File: src/sv/sha_pkg.sv
// ============================================================================
// SHA-256 package
// Shared types, constants and round functions for the byte-stream hash.
// ============================================================================
package sha_pkg;

  typedef struct packed {
    logic [7:0] data_byte;
    logic       byte_present;
    logic       end_of_message;
  } sha_in_t;

  typedef struct packed {
    logic [31:0] digest_word_0;
    logic [31:0] digest_word_1;
    logic [31:0] digest_word_2;
    logic [31:0] digest_word_3;
    logic [31:0] digest_word_4;
    logic [31:0] digest_word_5;
    logic [31:0] digest_word_6;
    logic [31:0] digest_word_7;
  } sha_out_t;

  // Queue entry between front and back: one block byte plus control.
  typedef struct packed {
    logic [7:0] data;
    logic       last_blk;  // byte completes a block
    logic       last_msg;  // block is the final one of the message
  } sha_tok_t;

  typedef enum logic [1:0] {
    FE_IDLE,
    FE_PAD,
    FE_LEN
  } sha_fe_state_e;

  typedef enum logic [1:0] {
    BE_FILL,
    BE_ROUND,
    BE_ADD,
    BE_OUT
  } sha_be_state_e;

  localparam int unsigned QDepth = 4;
  localparam int unsigned QAw    = 2;
  localparam logic [7:0]  PadByte = 8'h80;
  localparam logic [5:0]  LenOffset = 6'd56;

  localparam logic [31:0] InitHash [8] = '{
    32'h6a09e667, 32'hbb67ae85, 32'h3c6ef372, 32'ha54ff53a,
    32'h510e527f, 32'h9b05688c, 32'h1f83d9ab, 32'h5be0cd19};

  localparam logic [31:0] RoundK [64] = '{
    32'h428a2f98, 32'h71374491, 32'hb5c0fbcf, 32'he9b5dba5, 32'h3956c25b, 32'h59f111f1,
    32'h923f82a4, 32'hab1c5ed5, 32'hd807aa98, 32'h12835b01, 32'h243185be, 32'h550c7dc3,
    32'h72be5d74, 32'h80deb1fe, 32'h9bdc06a7, 32'hc19bf174, 32'he49b69c1, 32'hefbe4786,
    32'h0fc19dc6, 32'h240ca1cc, 32'h2de92c6f, 32'h4a7484aa, 32'h5cb0a9dc, 32'h76f988da,
    32'h983e5152, 32'ha831c66d, 32'hb00327c8, 32'hbf597fc7, 32'hc6e00bf3, 32'hd5a79147,
    32'h06ca6351, 32'h14292967, 32'h27b70a85, 32'h2e1b2138, 32'h4d2c6dfc, 32'h53380d13,
    32'h650a7354, 32'h766a0abb, 32'h81c2c92e, 32'h92722c85, 32'ha2bfe8a1, 32'ha81a664b,
    32'hc24b8b70, 32'hc76c51a3, 32'hd192e819, 32'hd6990624, 32'hf40e3585, 32'h106aa070,
    32'h19a4c116, 32'h1e376c08, 32'h2748774c, 32'h34b0bcb5, 32'h391c0cb3, 32'h4ed8aa4a,
    32'h5b9cca4f, 32'h682e6ff3, 32'h748f82ee, 32'h78a5636f, 32'h84c87814, 32'h8cc70208,
    32'h90befffa, 32'ha4506ceb, 32'hbef9a3f7, 32'hc67178f2};

  function automatic logic [31:0] rotr(input logic [31:0] x, input int unsigned n);
    rotr = (x >> n) | (x << (32 - n));
  endfunction

  function automatic logic [31:0] sig0(input logic [31:0] x);
    sig0 = rotr(x, 7) ^ rotr(x, 18) ^ (x >> 3);
  endfunction

  function automatic logic [31:0] sig1(input logic [31:0] x);
    sig1 = rotr(x, 17) ^ rotr(x, 19) ^ (x >> 10);
  endfunction

  function automatic logic [31:0] bsig0(input logic [31:0] x);
    bsig0 = rotr(x, 2) ^ rotr(x, 13) ^ rotr(x, 22);
  endfunction

  function automatic logic [31:0] bsig1(input logic [31:0] x);
    bsig1 = rotr(x, 6) ^ rotr(x, 11) ^ rotr(x, 25);
  endfunction

endpackage

File: src/sv/sha_front.sv
// ============================================================================
// SHA-256 front end
// Accepts requests, counts bytes and emits the padded byte stream as tokens.
// ============================================================================
module sha_front (
  input  logic             clk_i,
  input  logic             rst_ni,
  input  logic             in_valid_i,
  output logic             in_ready_o,
  input  sha_pkg::sha_in_t in_data_i,
  output logic             tok_valid_o,
  input  logic             tok_ready_i,
  output sha_pkg::sha_tok_t tok_o
);
  import sha_pkg::*;

  sha_fe_state_e state_q, state_d;
  logic [5:0]  fill_q, fill_d;
  logic [63:0] total_q, total_d;
  logic [63:0] bits_q, bits_d;
  logic [2:0]  len_idx_q, len_idx_d;
  logic        pad_first_q, pad_first_d;
  logic        tok_adv;

  assign tok_adv = tok_valid_o && tok_ready_i;

  // Next state.
  always_comb begin
    state_d = state_q;
    unique case (state_q)
      FE_IDLE: begin
        if (in_valid_i && in_ready_o && in_data_i.end_of_message) state_d = FE_PAD;
      end
      FE_PAD: begin
        if (tok_adv && (fill_q + 6'd1) == LenOffset) state_d = FE_LEN;
      end
      FE_LEN: begin
        if (tok_adv && len_idx_q == 3'd7) state_d = FE_IDLE;
      end
      default: state_d = FE_IDLE;
    endcase
  end

  // Outputs and datapath.
  always_comb begin
    in_ready_o  = 1'b0;
    tok_valid_o = 1'b0;
    tok_o       = '0;
    fill_d      = fill_q;
    total_d     = total_q;
    bits_d      = bits_q;
    len_idx_d   = len_idx_q;
    pad_first_d = pad_first_q;
    unique case (state_q)
      FE_IDLE: begin
        tok_o.data     = in_data_i.data_byte;
        tok_o.last_blk = (fill_q == 6'd63);
        tok_valid_o    = in_valid_i && in_data_i.byte_present;
        in_ready_o     = !in_data_i.byte_present || tok_ready_i;
        if (in_valid_i && in_ready_o) begin
          if (in_data_i.byte_present) begin
            fill_d  = fill_q + 6'd1;
            total_d = total_q + 64'd1;
          end
          if (in_data_i.end_of_message) begin
            bits_d      = (in_data_i.byte_present ? total_q + 64'd1 : total_q) << 3;
            pad_first_d = 1'b1;
            len_idx_d   = '0;
          end
        end
      end
      FE_PAD: begin
        // Emit 0x80, then zeros until the length field at offset 56.
        tok_valid_o    = 1'b1;
        tok_o.data     = pad_first_q ? PadByte : 8'h00;
        tok_o.last_blk = (fill_q == 6'd63);
        if (tok_adv) begin
          fill_d      = fill_q + 6'd1;
          pad_first_d = 1'b0;
        end
      end
      FE_LEN: begin
        tok_valid_o    = 1'b1;
        tok_o.data     = bits_q[63 - 8*len_idx_q -: 8];
        tok_o.last_blk = (len_idx_q == 3'd7);
        tok_o.last_msg = (len_idx_q == 3'd7);
        if (tok_adv) begin
          len_idx_d = len_idx_q + 3'd1;
          fill_d    = fill_q + 6'd1;
          if (len_idx_q == 3'd7) begin
            total_d = '0;
            fill_d  = '0;
          end
        end
      end
      default: ;
    endcase
  end

  always_ff @(posedge clk_i or negedge rst_ni) begin
    if (!rst_ni) begin
      state_q     <= FE_IDLE;
      fill_q      <= '0;
      total_q     <= '0;
      len_idx_q   <= '0;
      pad_first_q <= 1'b0;
    end else begin
      state_q     <= state_d;
      fill_q      <= fill_d;
      total_q     <= total_d;
      len_idx_q   <= len_idx_d;
      pad_first_q <= pad_first_d;
    end
  end

  always_ff @(posedge clk_i) begin
    bits_q <= bits_d;
  end

`ifndef ASSERT_OFF
  a_len_aligned: assert property (@(posedge clk_i) disable iff (!rst_ni)
    (state_q == FE_LEN) |-> (fill_q == LenOffset + {3'd0, len_idx_q}))
    else $error("length bytes off alignment");
  a_no_accept_busy: assert property (@(posedge clk_i) disable iff (!rst_ni)
    (state_q != FE_IDLE) |-> !in_ready_o)
    else $error("request taken while padding");
  a_last_msg_end: assert property (@(posedge clk_i) disable iff (!rst_ni)
    (tok_adv && tok_o.last_msg) |=> (state_q == FE_IDLE && fill_q == '0))
    else $error("message end left state");
`endif

endmodule

File: src/sv/sha_queue.sv
// ============================================================================
// SHA-256 token queue
// Small FIFO decoupling the front end from the compression core.
// ============================================================================
module sha_queue (
  input  logic              clk_i,
  input  logic              rst_ni,
  input  logic              wr_valid_i,
  output logic              wr_ready_o,
  input  sha_pkg::sha_tok_t wr_data_i,
  output logic              rd_valid_o,
  input  logic              rd_ready_i,
  output sha_pkg::sha_tok_t rd_data_o
);
  import sha_pkg::*;

  sha_tok_t        mem_q [QDepth];
  logic [QAw-1:0]  wp_q, rp_q;
  logic [QAw:0]    cnt_q;
  logic            push, pop;

  assign wr_ready_o = (cnt_q != (QAw+1)'(QDepth));
  assign rd_valid_o = (cnt_q != '0);
  assign rd_data_o  = mem_q[rp_q];
  assign push = wr_valid_i && wr_ready_o;
  assign pop  = rd_valid_o && rd_ready_i;

  always_ff @(posedge clk_i or negedge rst_ni) begin
    if (!rst_ni) begin
      wp_q  <= '0;
      rp_q  <= '0;
      cnt_q <= '0;
    end else begin
      if (push) wp_q <= wp_q + QAw'(1);
      if (pop)  rp_q <= rp_q + QAw'(1);
      cnt_q <= cnt_q + {{QAw{1'b0}}, push} - {{QAw{1'b0}}, pop};
    end
  end

  always_ff @(posedge clk_i) begin
    if (push) mem_q[wp_q] <= wr_data_i;
  end

endmodule

File: src/sv/sha_core.sv
// ============================================================================
// SHA-256 compression core
// Collects 64 block bytes into a 16-word window and runs 64 rounds.
// ============================================================================
module sha_core (
  input  logic              clk_i,
  input  logic              rst_ni,
  input  logic              tok_valid_i,
  output logic              tok_ready_o,
  input  sha_pkg::sha_tok_t tok_i,
  output logic              out_valid_o,
  input  logic              out_ready_i,
  output sha_pkg::sha_out_t out_data_o
);
  import sha_pkg::*;

  sha_be_state_e state_q, state_d;
  logic [31:0] w_q [16];
  logic [31:0] h_q [8];
  logic [31:0] v_q [8];
  logic [5:0]  rnd_q;
  logic        last_q;
  logic [1:0]  bpos_q;
  logic [31:0] w_new, t1, t2;
  logic        tok_adv;

  assign tok_adv = tok_valid_i && tok_ready_o;
  assign w_new = sig1(w_q[14]) + w_q[9] + sig0(w_q[1]) + w_q[0];
  assign t1 = v_q[7] + bsig1(v_q[4]) + ((v_q[4] & v_q[5]) ^ (~v_q[4] & v_q[6]))
            + RoundK[rnd_q] + w_q[0];
  assign t2 = bsig0(v_q[0]) + ((v_q[0] & v_q[1]) ^ (v_q[0] & v_q[2]) ^ (v_q[1] & v_q[2]));

  always_comb begin
    state_d = state_q;
    unique case (state_q)
      BE_FILL:  if (tok_adv && tok_i.last_blk) state_d = BE_ROUND;
      BE_ROUND: if (rnd_q == 6'd63) state_d = BE_ADD;
      BE_ADD:   state_d = last_q ? BE_OUT : BE_FILL;
      BE_OUT:   if (out_ready_i) state_d = BE_FILL;
      default:  state_d = BE_FILL;
    endcase
  end

  always_comb begin
    tok_ready_o = (state_q == BE_FILL);
    out_valid_o = (state_q == BE_OUT);
    out_data_o = '{h_q[0], h_q[1], h_q[2], h_q[3], h_q[4], h_q[5], h_q[6], h_q[7]};
  end

  always_ff @(posedge clk_i or negedge rst_ni) begin
    if (!rst_ni) begin
      state_q <= BE_FILL;
      rnd_q   <= '0;
      last_q  <= 1'b0;
      for (int i = 0; i < 8; i++) h_q[i] <= InitHash[i];
    end else begin
      state_q <= state_d;
      if (tok_adv && tok_i.last_blk) last_q <= tok_i.last_msg;
      if (state_q == BE_ROUND) rnd_q <= rnd_q + 6'd1;
      if (state_q == BE_ADD) begin
        for (int i = 0; i < 8; i++) h_q[i] <= h_q[i] + v_q[i];
      end
      if (state_q == BE_OUT && out_ready_i) begin
        for (int i = 0; i < 8; i++) h_q[i] <= InitHash[i];
      end
    end
  end

  // Byte counter inside the word: shift the window on every fourth byte.
  always_ff @(posedge clk_i or negedge rst_ni) begin
    if (!rst_ni) bpos_q <= '0;
    else if (tok_adv) bpos_q <= bpos_q + 2'd1;
  end

  // Window shifts bytes in while filling and one word per round after.
  always_ff @(posedge clk_i) begin
    if (state_q == BE_FILL && tok_adv) begin
      if (bpos_q == 2'd0) begin
        for (int i = 0; i < 15; i++) w_q[i] <= w_q[i+1];
      end
      w_q[15] <= {w_q[15][23:0], tok_i.data};
      for (int i = 0; i < 8; i++) v_q[i] <= h_q[i];
    end
    if (state_q == BE_ROUND) begin
      for (int i = 0; i < 15; i++) w_q[i] <= w_q[i+1];
      w_q[15] <= w_new;
      v_q[7] <= v_q[6]; v_q[6] <= v_q[5]; v_q[5] <= v_q[4];
      v_q[4] <= v_q[3] + t1;
      v_q[3] <= v_q[2]; v_q[2] <= v_q[1]; v_q[1] <= v_q[0];
      v_q[0] <= t1 + t2;
    end
  end

`ifndef ASSERT_OFF
  a_rnd_zero: assert property (@(posedge clk_i) disable iff (!rst_ni)
    (state_q == BE_FILL) |-> (rnd_q == '0))
    else $error("round counter not cleared");
  a_blk_align: assert property (@(posedge clk_i) disable iff (!rst_ni)
    (tok_adv && tok_i.last_blk) |-> (bpos_q == 2'd3))
    else $error("block ends mid-word");
  a_out_last: assert property (@(posedge clk_i) disable iff (!rst_ni)
    $rose(out_valid_o) |-> $past(last_q))
    else $error("digest without final block");
`endif

endmodule

File: src/sv/sha256_byte_stream_hash.sv
// ============================================================================
// SHA-256 byte-stream hash
// Hashes a byte stream and returns a 256-bit digest per message.
// ============================================================================
//  channel | dir | payload                 | handshake
//  in      | in  | sha_in_t  (byte, flags) | in_valid_i / in_ready_o
//  out     | out | sha_out_t (8 words)     | out_valid_o / out_ready_i
//
//  Each byte becomes one token at the front; each full block then runs
//  64 rounds and one add in the core, so throughput is set by the single
//  round unit. End of message adds 9 to 72 padding bytes at one per
//  cycle while the queue has room.
//  Reset (rst_ni low) restores the initial hash and empties the queue.
//  Either side may stall; the token queue absorbs up to four bytes.
module sha256_byte_stream_hash (
  input  logic              clk_i,
  input  logic              rst_ni,
  input  logic              in_valid_i,
  output logic              in_ready_o,
  input  sha_pkg::sha_in_t  in_data_i,
  output logic              out_valid_o,
  input  logic              out_ready_i,
  output sha_pkg::sha_out_t out_data_o
);
  import sha_pkg::*;

  sha_tok_t f_tok, c_tok;
  logic     f_valid, f_ready, c_valid, c_ready;

  // Classify requests and produce padded bytes.
  sha_front u_front (
    .clk_i, .rst_ni, .in_valid_i, .in_ready_o, .in_data_i,
    .tok_valid_o(f_valid), .tok_ready_i(f_ready), .tok_o(f_tok));

  // Hold bytes while the core is busy with rounds.
  sha_queue u_queue (
    .clk_i, .rst_ni,
    .wr_valid_i(f_valid), .wr_ready_o(f_ready), .wr_data_i(f_tok),
    .rd_valid_o(c_valid), .rd_ready_i(c_ready), .rd_data_o(c_tok));

  // Compress blocks and present the digest.
  sha_core u_core (
    .clk_i, .rst_ni,
    .tok_valid_i(c_valid), .tok_ready_o(c_ready), .tok_i(c_tok),
    .out_valid_o, .out_ready_i, .out_data_o);

endmodule
File: config.mk
export PLATFORM = sky130hd
export DESIGN_NAME = sha256_byte_stream_hash
export DESIGN_NICKNAME = d
export VERILOG_FILES = /design/src/sv/sha_pkg.sv /design/src/sv/sha_front.sv /design/src/sv/sha_queue.sv /design/src/sv/sha_core.sv /design/src/sv/sha256_byte_stream_hash.sv
export SDC_FILE = /design/constraint.sdc
export NUM_CORES = 2
export LEC_CHECK = 0
export BUFFER_PORTS_ARGS = -buffer_cell sky130_fd_sc_hd__buf_2
export CAP_MARGIN = 5
export CORE_UTILIZATION = 57
export CTS_CLUSTER_SIZE = 12
export DETAILED_ROUTE_END_ITERATION = 6
export PLACE_DENSITY = 0.78
export SETUP_SLACK_MARGIN = 0.15
export SYNTH_ARGS = -nofsm -noshare
export SYNTH_HDL_FRONTEND = slang
export SYNTH_SLANG_ARGS = --single-unit
File: constraint.sdc
create_clock -name clk_i -period 12.1 [get_ports clk_i]
set_clock_uncertainty 0.1 [all_clocks]
set_input_delay 2.42 -clock clk_i [delete_from_list [all_inputs] [get_ports clk_i]]
set_output_delay 2.42 -clock clk_i [all_outputs]
set_load 0.02 [all_outputs]
# After elaboration in Yosys (flattened, before gate mapping)
# Memory sizes are Yosys's and may differ from the RTL's.
# Index checks and enable logic that the tools add are counted.
# totals
elab_cells,230
ff_bits,411
mem_bits_rw,808
memories,4
rom_bits,2048
out_inout_bits,258
input_bits,14
# memory_table
memory,depth,word_bits,rd,rd_clocked_by_memory_dff,write_ports,line,source
(name not given),64,32,1,0,0,sha_core.sv:30,+ RoundK[rnd_q] + w_q[0];
u_core.w_q,16,32,16,0,16,sha_core.sv:18,logic [31:0] w_q [16];
u_core.v_q,8,32,8,0,8,sha_core.sv:20,logic [31:0] v_q [8];
u_queue.mem_q,4,10,1,0,1,sha_queue.sv:17,sha_tok_t mem_q [QDepth];
# op_classes
bitwise,52
add_sub_neg,28
mux,70
eq_ne,22
order_cmp,1
shifts,1
reduce_logical,30
# op_table
operator,n
2-to-1 mux 32 bit,26
adder 32 bit,18
2-to-1 mux 256 bit,2
bitwise XOR 32 bit,9
2-to-1 mux 64 bit,4
AND 32 bit,5
case mux 64 bit (2 select lines),1
variable part select 71 x 33 -> 8 bit,1
adder 64 x 1 -> 64 bit (second input constant),1
inverter 32 bit,1
OR 10 x 32 -> 32 bit,1
OR 13 x 32 -> 32 bit,1
OR 14 x 32 -> 32 bit,1
OR 15 x 32 -> 32 bit,1
OR 19 x 32 -> 32 bit,1
OR 21 x 32 -> 32 bit,1
OR 25 x 32 -> 32 bit,1
OR 26 x 32 -> 32 bit,1
OR 30 x 32 -> 32 bit,1
OR 7 x 32 -> 32 bit,1
bitwise XOR 32 x 22 -> 32 bit,1
bitwise XOR 32 x 29 -> 32 bit,1
2-to-1 mux 6 bit,5
case mux 9 bit (3 select lines),1
35 further kinds,118

# Depth between registers and ports, before layout
# An unclocked memory read counts as a cell.
# depth
word_depth,10
mapped_depth,43
ltp_nobuf,39

# Modules after synthesis
# From an unflattened synthesis, not the netlist that was laid out.
# unflattened
hier_cells,7016
area_unflattened_um2,73720.7
# modules_own_cells
module,seq_area_each_um2,cells_per_inst,instances,area_per_inst_um2
sha_core,29913.7,6103,1,63828.7
sha_front,3658.5,820,1,7970.1
sha_queue,1376.3,93,1,1921.8

# Worst setup path after synthesis
# Ideal clock, no wire load.
# synth_path
path_kind,register to register
start,reg u_core.state_q[1]
end,"mem u_core.w_q[0][0], enable pin"
stages_incl_launch_ff,7
synth_period_minus_slack_ps,12811
path_slack_ps,-711
arrival_ps,9296
path_buffers,4
setup_time_ps,3416
path_cell_list,dfrtp_1 > clkbuf_1 > nand2b_1 > clkbuf_1 > clkbuf_1 > buf_1 > nand2_1
# synth_rtl
element,line,source
"start, declared",sha_core.sv:17,"sha_be_state_e state_q, state_d;"
"start signal, assigned",sha_core.sv:57,state_q <= state_d;
"end, declared",sha_core.sv:18,

==> results.toml <==
[critical_path]
cp-end-kind = "flip-flop"
arrival_ps = 11030
crit_top_cell = "fa_1"
cp_num_buf_inv = 7
required_ps = 12490
cp_max_fo = 18
setup.worst_path.start_class = "flip-flop"
cp_slowest_cell = "dfrtp_1"
criticalPathCategory = "reg2reg"
slowest_delay_ps = 880
critPathTopFamily = "adder cells"

[sta]
setup_slack_ps = 1460
clock.fmax_mhz = 94.0
hold_violations = 0
max_slew_margin = 0.212
rsz0062_at_grt = "no"
tightest_slew_ps = 1180
setup_tns_ps = 0
finalMaxSlewViolations = 0
finalSetupViolations = 0
finalCritPeriodShare = 0.879
finalCriticalPeriod_ps = 10640

[yosys]
synth_nets = 7546
synth_area_sq_um = 73100
yosysMostFrequentCell = "nand2_1"
synthTopCellsByCount = "nand2_1 (1035), edfxtp_1 (869), a21oi_1 (460), nor2_1 (418), xnor2_1 (411)"
synth-xor-area-share = 0.0733
yosys.area.top_type = "edfxtp_1"
synth_compound_area_frac = 0.145
synthMuxAreaShare = 0.0185
ys_ff_latch = 1216
ys_types = 102
synthAdderAreaFrac = 0.126
yosys_warnings = 0
yosysTopAreaCellShare = 0.357
synthSimpleGateAreaFrac = 0.125
syn_area_per_cell_sq_um = 10.5
async_flop_share = 0.285
synthTopCellsByArea = "edfxtp_1 (36%), dfrtp_1 (7.2%), ha_1 (7.0%)"
synth-edff-count = 869
synth_top_family_by_area = "compound AO/OA/AOI/OAI gates"
ys_seq_area_frac = 0.478
synth_ff_type = "edfxtp_1"
postSynthCellCount = 6929

[placed_design]
hpwlAfterDp_mm = 164
placed_area_sq_um = 75900
dp_cells = 8585
pre_cts_ws_ps = 1650
routabilityCongestion = 1.01
port_buffers = 271

[detailed_routing]
via_count = 55921
drtPass1Iterations = 6
viasPerCell = 6.34
avgRoutedWirePerCell_um = 25.7
ant_nets = 0
drc = 0
first_iter_violations = 6344
drt-total-wl_mm = 227

[clock_tree]
numCtsBuffers = 136
clock_latency_ps = 790
post-cts-setup-buffers = 0
root_buffer = "clkbuf_16"
hold_buffers = 0
cts_resized = 0
cts_tree = "yes"
cts_buffer_depth = 3
h-tree-depth = 4
cts.sinks = 1216
clk_pin_slew_ps = 60

[floorplanning]
ioPinCount = 272
chipWidth_um = 360
die_h_um = 360
start_util = 0.578
die_area_sq_um = 130000
row_count = 130
core_area_sq_um = 126000

[global_route]
antenna_found_initial = 7
grt_pass1_vias = 53860
grt_pass1_wl_mm = 339
grt_max_degree = 207
grt-ovfl-total = 0
grt_util_all_layers = 0.347

[finish]
nFillCells = 9917
final_area_sq_um = 80200
fin_nets = 7690
layout-drive-gt1-share = 0.108
multi_input_area_sq_um = 35800
seq_area_sq_um = 35000
final_core_util = 0.635
final_cells = 8817
syn2layout_area_growth_pct = 9.79

[power]
ir_worst_vdd_mv = 0.139
p_leak_nw = 33.6
p_per_area_nw_per_um2 = 117

[run_status]
status = "complete, no violations"

[min_path]
hp-class = "reg2reg"

[flow_run]
drv_cap = 0
[worst register-to-register path, delay by kind of cell, from the launching register on]
kind                     cells  cell delay (ps)
adder cells (fa/ha/maj)      8             3530
AO/OA/AOI/OAI               15             3260
buffers and inverters        7             1210
AND/OR/NAND/NOR              6              940
flip-flops                   1              880
XOR/XNOR                     2              410
[registers in the layout (all words and copies together) (netlist names)]
name,flops
u_front.total_q,61
u_core.w_q,512
u_core.last_q,1
u_queue.mem_q,40
u_core.v_q,256
u_front.pad_first_q,1
u_queue.wp_q,2
u_front.state_q,2
u_core.state_q,2
u_queue.rp_q,2
u_front.fill_q,6
u_front.len_idx_q,3
u_core.out_data_o,256
u_front.bits_q,61
u_core.rnd_q,6
u_queue.cnt_q,3
u_core.bpos_q,2
[through the flow]
stage                     total power, mW  hold slack [ps]
after global routing                 9.63              307
after CTS                            9.40              302
final                                9.36              307
after detailed placement             5.32              305
after global placement               5.29              300
after floorplan                      5.14              300
[cell families after synthesis]
| family | count (synthesis) |
|---|---|
| AND/OR/NAND/NOR | 2071 |
| multiplexers | 93 |
| XOR/XNOR | 608 |
| buffers and inverters | 638 |
| AO/OA/AOI/OAI | 1678 |
| adder cells (fa/ha/maj) | 625 |
| flip-flops | 1216 |
[final timing paths]
kind	to	cells past startpoint	slack [ps]	from
min in group asynchronous	u_core.out_data_o[72]	1	1520	rst_ni
max in group asynchronous	u_core.out_data_o[244]	3	8210	rst_ni
max	u_core.v_q[0][30]	38	1460	u_core.rnd_q[0]
min	u_core.w_q[0][387]	0	310	u_core.w_q[0][419]
min reg2reg	u_core.w_q[0][387]	0	310	u_core.w_q[0][419]
max reg2reg	u_core.v_q[0][30]	38	1460	u_core.rnd_q[0]
[area by class of cell]
type / count / area share
antenna: 1 / 0.0000312
sequential: 1216 / 0.436
multi-input combinational: 5075 / 0.446
inverter: 319 / 0.0149
timing repair buffer: 325 / 0.0230
clock inverter: 44 / 0.00718
clock buffer: 187 / 0.0470
tap: 1650 / 0.0257
[placed cells by master (no fill, tap or decap), types with 76 or more instances in the layout]
cell          n
nand2_1    1032
edfxtp_1    869
a21oi_1     460
nor2_1      416
xnor2_1     411
ha_1        406
o21ai_0     389
inv_1       315
buf_2       270
dfrtp_1     208
fa_1        196
xor2_1      195
a21o_1      166
clkbuf_16   139
dfstp_2     136
nand3_1     129
nor3_1      109
nand2b_1     76
[per-layer routing]
metal  share of wire  global-route usage  wire length, um  up-vias
met5         0.00015                   0               35        -
li1                -                   -                -    25063
met3            0.11              0.0832            24400      488
met4           0.045               0.149            10300        6
met1            0.41               0.491            93800    27572
met2            0.43               0.512            98100     2792
[power by group]
part / total [mW] / switching [mW] / internal (mW)
Combinational: 0.580 / 0.388 / 0.192
Sequential: 4.66 / 0.0873 / 4.57
Clock: 4.11 / 1.74 / 2.38
No activity file was read; power rests on OpenSTA's default activity.
